**config.mk**
```make
export PLATFORM = sky130hd
export DESIGN_NAME = bstf_chain
export DESIGN_NICKNAME = d
export VERILOG_FILES = /design/src/design/bstf_pkg.sv /design/src/design/bstf_cell.sv /design/src/design/bstf_chain.sv
export SDC_FILE = /design/constraint.sdc
export NUM_CORES = 1
export LEC_CHECK = 0
export BUFFER_PORTS_ARGS = -buffer_cell sky130_fd_sc_hd__buf_4
export CORE_AREA = 4 4 507 509
export CTS_CLUSTER_DIAMETER = 60
export DETAILED_ROUTE_END_ITERATION = 16
export DIE_AREA = 0 0 511 513
export GPL_TIMING_DRIVEN = 0
export PLACE_DENSITY = 0.3
export SLEW_MARGIN = 20
export SYNTH_ARGS = -nofsm -noshare
export SYNTH_HDL_FRONTEND = slang
export SYNTH_SLANG_ARGS = --single-unit
export TNS_END_PERCENT = 1
```
**constraint.sdc**
```tcl
create_clock -name clk_i -period 3.8 [get_ports clk_i]
set_input_delay 0.95 -clock clk_i [delete_from_list [all_inputs] [get_ports clk_i]]
set_output_delay 0.95 -clock clk_i [all_outputs]
set_load 0.02 [all_outputs]
```
**src/design/bstf_pkg.sv**
```systemverilog
`default_nettype none
package bstf_pkg;

  // Ring geometry
  localparam int RING_DEPTH = 1024;
  localparam int PTR_W      = $clog2(RING_DEPTH);
  localparam int CNT_W      = PTR_W + 1;

  // Eviction limit, clamped so a checked insert never overflows the ring
  localparam int KEEP_LIMIT = 1023;
  localparam int LIMIT      = (KEEP_LIMIT < RING_DEPTH - 1) ? KEEP_LIMIT : RING_DEPTH - 1;

  // Key comparison: id words plus slot, split into pieces, one piece per cell
  localparam int PIECE_W = 64;
  localparam int N_CELLS = 5;
  localparam int KEY_W   = PIECE_W * N_CELLS;
  localparam int OWN_W   = 256;

  // Commands
  localparam logic [1:0] CMD_CHECK  = 2'd0;
  localparam logic [1:0] CMD_QUERY  = 2'd1;
  localparam logic [1:0] CMD_INSERT = 2'd2;
  localparam logic [1:0] CMD_SPARE  = 2'd3;

  typedef struct packed {
    logic [1:0]  cmd;
    logic [63:0] key_id_w0;
    logic [63:0] key_id_w1;
    logic [63:0] key_id_w2;
    logic [63:0] key_id_w3;
    logic [31:0] key_slot;
    logic [63:0] owner_w0;
    logic [63:0] owner_w1;
    logic [63:0] owner_w2;
    logic [63:0] owner_w3;
    logic        update;
  } in_t;

  typedef struct packed {
    logic accepted;
    logic key_absent;
    logic inserted;
    logic evicted;
  } out_t;

  // Data handed from one compare cell to the next
  typedef struct packed {
    logic             vld;
    logic             match;
    logic [PTR_W-1:0] pos;
    logic [KEY_W-1:0] key;
    logic [KEY_W-1:0] ref_key;
  } cell_bus_t;

  typedef enum logic [1:0] {
    ST_IDLE,
    ST_SCAN,
    ST_UPD,
    ST_FIN
  } state_e;

endpackage
`default_nettype wire

```
**src/design/bstf_cell.sv**
```systemverilog
`default_nettype none
module bstf_cell import bstf_pkg::*; (
  input  wire logic      clk_i,
  input  wire logic      rst_ni,
  input  wire cell_bus_t bus_i,
  output cell_bus_t      bus_o
);

  logic      vld_q;
  cell_bus_t pay_q;

  // Advance the valid flag
  always_ff @(posedge clk_i or negedge rst_ni) begin
    if (!rst_ni) begin
      vld_q <= 1'b0;
    end else begin
      vld_q <= bus_i.vld;
    end
  end

  // Compare the low piece, then shift the next piece into place
  always_ff @(posedge clk_i) begin
    pay_q.vld     <= 1'b0;
    pay_q.match   <= bus_i.match & (bus_i.key[PIECE_W-1:0] == bus_i.ref_key[PIECE_W-1:0]);
    pay_q.pos     <= bus_i.pos;
    pay_q.key     <= bus_i.key >> PIECE_W;
    pay_q.ref_key <= bus_i.ref_key >> PIECE_W;
  end

  always_comb begin
    bus_o     = pay_q;
    bus_o.vld = vld_q;
  end

endmodule
`default_nettype wire

```
**src/design/bstf_chain.sv**
```systemverilog
`default_nettype none
module bstf_chain import bstf_pkg::*; (
  input  wire logic      clk_i,
  input  wire logic      rst_ni,
  input  wire cell_bus_t head_i,
  output cell_bus_t      tail_o
);

  cell_bus_t bus [N_CELLS+1];

  assign bus[0] = head_i;

  // Row of compare cells, one key piece each
  for (genvar g = 0; g < N_CELLS; g++) begin : g_cell
    bstf_cell u_cell (
      .clk_i  (clk_i),
      .rst_ni (rst_ni),
      .bus_i  (bus[g]),
      .bus_o  (bus[g+1])
    );
  end

  assign tail_o = bus[N_CELLS];

endmodule
`default_nettype wire
```
== After elaboration in Yosys (flattened, before gate mapping) ==
Cells that the tools add are included.

* Flip-flop bits (word level): 1340
* Input bits: 654
* Logic and storage cells: 33

* Equality and inequality tests: 5
* Bitwise operators: 5

{| class="wikitable"
|+ Operator list
! kind !! number
|-
| 64-bit equality test || 5
|-
| 1-bit bitwise AND || 5
|}

== Logic depth before layout (Yosys ltp) ==
* Depth after elaboration: 2
* Depth in mapped cells: 5
* Depth with buffers taken out: 5

== Hierarchy ==
Synthesis repeated with hierarchy kept, for this count alone.

* Cell total of the unflattened synthesis: 3765
* Area total of the unflattened synthesis: 60996.0 sq um

{| class="wikitable"
|+ Modules (own cells, without submodules)
! module !! times used !! cells each !! area each (sq um) !! sequential area each (sq um)
|-
| bstf_cell || 5 || 753 || 12199.2 || 10495.1
|}

== Worst setup path after synthesis ==
No wires, ideal clock.

* Path kind: input -> register
* From: input head_i[10] in the netlist's numbering
* To: register g_cell[0].u_cell.pay_q (netlist bit g_cell[0].u_cell.bus_o[650])
* Arrival time: 1.763 ns
* Required time: 3.708 ns
* Slack: 1.945 ns
* Stages: 5
* Buffers on the path: 0
* Cells stage by stage: xnor2_1 > nand4_1 > nor4_1 > nand3_1 > nor4_1

* Cells in the longest elaborated chain, start to end: 2

{| class="wikitable"
|+ Ends and longest elaborated chain
! item !! RTL line !! RTL
|-
| from (decl) || bstf_chain.sv:5 || <nowiki>input wire cell_bus_t head_i,</nowiki>
|-
| 64-bit equality test || bstf_cell.sv:24 || <nowiki>pay_q.match <= bus_i.match & (bus_i.key[PIECE_W-1:0] == bus_i.ref_key[PIECE_W-1:0]);</nowiki>
|-
| 1-bit bitwise AND || bstf_cell.sv:24 ||
|-
| to (decl) || bstf_cell.sv:10 || <nowiki>cell_bus_t pay_q;</nowiki>
|}

No other way between the ends.

== Final worst setup path ==
* From: register g_cell[2].u_cell.pay_q (netlist bit g_cell[2].u_cell.bus_o[2])
* To: register g_cell[3].u_cell.pay_q (netlist bit g_cell[3].u_cell.bus_o[650])

* Cells in the longest elaborated chain, start to end: 2

{| class="wikitable"
|+ Ends and longest elaborated chain
! item !! RTL line
|-
| from (decl) || bstf_cell.sv:10
|-
| 64-bit equality test || bstf_cell.sv:24
|-
| 1-bit bitwise AND || bstf_cell.sv:24
|-
| to (decl) || bstf_cell.sv:10
|}

No other way between the ends.

==> flow_summary.toml <==
[floorplanning]
coreArea_sq_um = 253000
fp-row-count = 185
pin_count = 1306
initial_core_util_pct = 14.1
die_h_microns = 513
die_area_sq_um = 262000
die_x_microns = 511

[sta]
finClkSkew_ns = 0.0537
slew_headroom_pct = 39.8
report.final.slew_viol_count = 0
worst_pin_slew_ns = 0.880
rsz0062_at_grt = "false"
finalCritPeriodShare_pct = 70.8
finalSetupViolCount = 0
max_freq_mhz = 372
hold_violations = 0
fin_crit_ns = 2.69
setup-tns-final_ns = 0

[critical_path]
crit_fanout = 1
startpoint_type = "register"
reg2regPathDepth = 5
required_ns = 4.43
path_class = "reg -> reg"
arrival_ns = 3.32
end_kind = "register"
r2r_slack_ns = 1.11

[cts]
cts_buffers = 161
clk_pin_slew_ns = 0.06
cts_tree = "done"
h-tree-depth = 4
cts_root_buf = "clkbuf_16"
clk_latency_ns = 0.81
clock_sinks = 1340
cts.path.max_buffers = 3

[final_layout]
mostFrequentLayoutCell = "dfxtp_1"
layout_common_cells = "dfxtp_1 (1335), buf_4 (1320), conb_1 (640)"
ff_latch_area_sq_um = 26900
final_area_sq_um = 53000
drive_gt1_share_pct = 38.6
syn_to_final_growth_pct = 48.6
n_fill_cell = 27466
multiInputGateArea_sq_um = 5970
fin_nets = 4668

[detailed_routing]
drc = 0
dr.pass1.iters = 6
vias_per_cell = 2.58
first_iter_violations = 422
routed_wl_microns = 104000
antenna_left = 0
vias = 19432
wl_per_cell_microns = 13.8

[power]
leakage_nw = 24.4
irDropWorstVdd_uv = 361
p_per_area_nw_per_um2 = 619

[synthesis]
ys_types = 39
synth-seq-cells = 1340
yosysTopAreaCellShare_pct = 74.9
netlist_area_sq_um = 35700
syn_area_per_cell_sq_um = 14.0
yosys-top-cells-area = "dfxtp_1 (75%), buf_4 (14%), xnor2_1 (3.0%)"
yosysWarnings = 0
netlist_instances = 2543
synth-seq-area-share_pct = 75.3
yosys.area.top_type = "dfxtp_1"

[global_routing]
gr-total-overflow = 0
grt_pass1_wl_microns = 142000
grt_max_degree = 17
grt_pass1_vias = 19797
grt_use_total_pct = 7.70
antenna_found_initial = 79

[status]
outcome = "finished, final reports clean"

[placed_design]
place_congestion = 0.719
placed_cell_area_sq_um = 47300
portBuffers = 665
dp_hpwl_microns = 85800

[hold_path]
worst_hold_path_type = "in -> reg"
holdPathStages = 1

[job]
drv_cap = 0
[where the power goes]
group          internal, mW  total (mW)  switching, mW
combinational          1.07        2.11           1.04
clock                  9.39        15.6           6.26
sequential             14.8        15.0          0.224
[critical path, stage by stage (launching register included)]
cell	delay [ns]
dfxtp_1	0.31
xnor2_1	0.53
nand4_1	0.19
nor4_1	0.39
nand4_1	0.46
nor4_2	0.65
[final timing paths]
path / from / end
max: g_cell[2].u_cell.bus_o[2] / g_cell[3].u_cell.bus_o[650]
min: head_i[500] / g_cell[0].u_cell.bus_o[436]
max reg2reg: g_cell[2].u_cell.bus_o[2] / g_cell[3].u_cell.bus_o[650]
min reg2reg: g_cell[1].u_cell.bus_o[470] / g_cell[2].u_cell.bus_o[406]
max in group asynchronous: rst_ni / g_cell[4].u_cell.vld_q
min in group asynchronous: rst_ni / g_cell[0].u_cell.vld_q
[per-layer routing]
layer / wire [microns] / vias up / global-route usage, %
met3: 13400 / 265 / 4.90
met2: 52200 / 927 / 13.5
li1: - / 9809 / -
met1: 34400 / 8367 / 7.01
met4: 3430 / 64 / 3.29
met5: 395 / - / 0
[what timing repair did]
item / 4_1_cts / 5_1_grt
hold buffers: 1 / 0
resized for setup: 0 / 0
buffers inserted: 0 / 0
hold endpoints to repair: 5 / 0
[final cells by class]
class / count / share of cell area (%)
flip-flops and latches: 1340 / 50.6
repair buffers: 669 / 9.48
clock inverters: 81 / 2.20
multi-input cells: 1090 / 11.3
well taps: 3366 / 7.94
inverters: 100 / 0.708
diodes: 29 / 0.137
clock buffers: 212 / 8.41
plain buffers: 652 / 9.23
[state kept, by name, summed over array words and instances, names as in the netlist]
| register | cells |
|---|---|
| g_cell.u_cell.vld_q | 5 |
| g_cell.u_cell.bus_o | 1335 |
[synth_stat cells (all sizes together)]
| master | count |
|---|---|
| nor4 | 41 |
| a222oi | 3 |
| nor2b | 17 |
| o22ai | 28 |
| a22o | 1 |
| a2111o | 5 |
| a21oi | 1 |
| nor4b | 1 |
| dfxtp | 1335 |
| a2bb2oi | 2 |
| a22oi | 9 |
| nor3 | 4 |
| xnor2 | 122 |
| a2111oi | 5 |
| and3 | 1 |
| o221ai | 3 |
| clkinv | 1 |
| a221oi | 12 |
| o2111ai | 8 |
| o2bb2ai | 19 |
| buf | 652 |
| and2b | 3 |
| inv | 99 |
| nand2 | 4 |
| and2 | 1 |
| xor2 | 87 |
| nand3 | 6 |
| nor2 | 1 |
| o21ai | 3 |
| nand4 | 42 |
| conb | 1 |
| dfrtp | 5 |
| nand2b | 21 |
[logic make-up after synthesis]
family	share of synthesized area, %
flip-flops	75.3
AND/OR/NAND/NOR	2.50
buffers and inverters	14.8
AO/OA/AOI/OAI	2.31
XOR/XNOR	5.13
other	0.0105
[through the flow]
step / worst slack (ns) / total power, mW / hold slack (ns) / util (%) / instances
finish: 1.11 / 32.8 / 0.220 / 21.0 / 7539
CTS: 1.04 / 33.5 / 0.100 / 20.9 / 7510
floorplan: 1.95 / 16.6 / 0.310 / - / 3182
global route: 0.972 / 34.3 / 0.133 / 20.9 / 7516
detailed placement: 0.912 / 17.4 / 0.312 / 18.7 / 7216
global placement: 0.885 / 17.4 / 0.310 / 18.7 / 7213
Note: power is estimated with default switching activity, not from simulation.
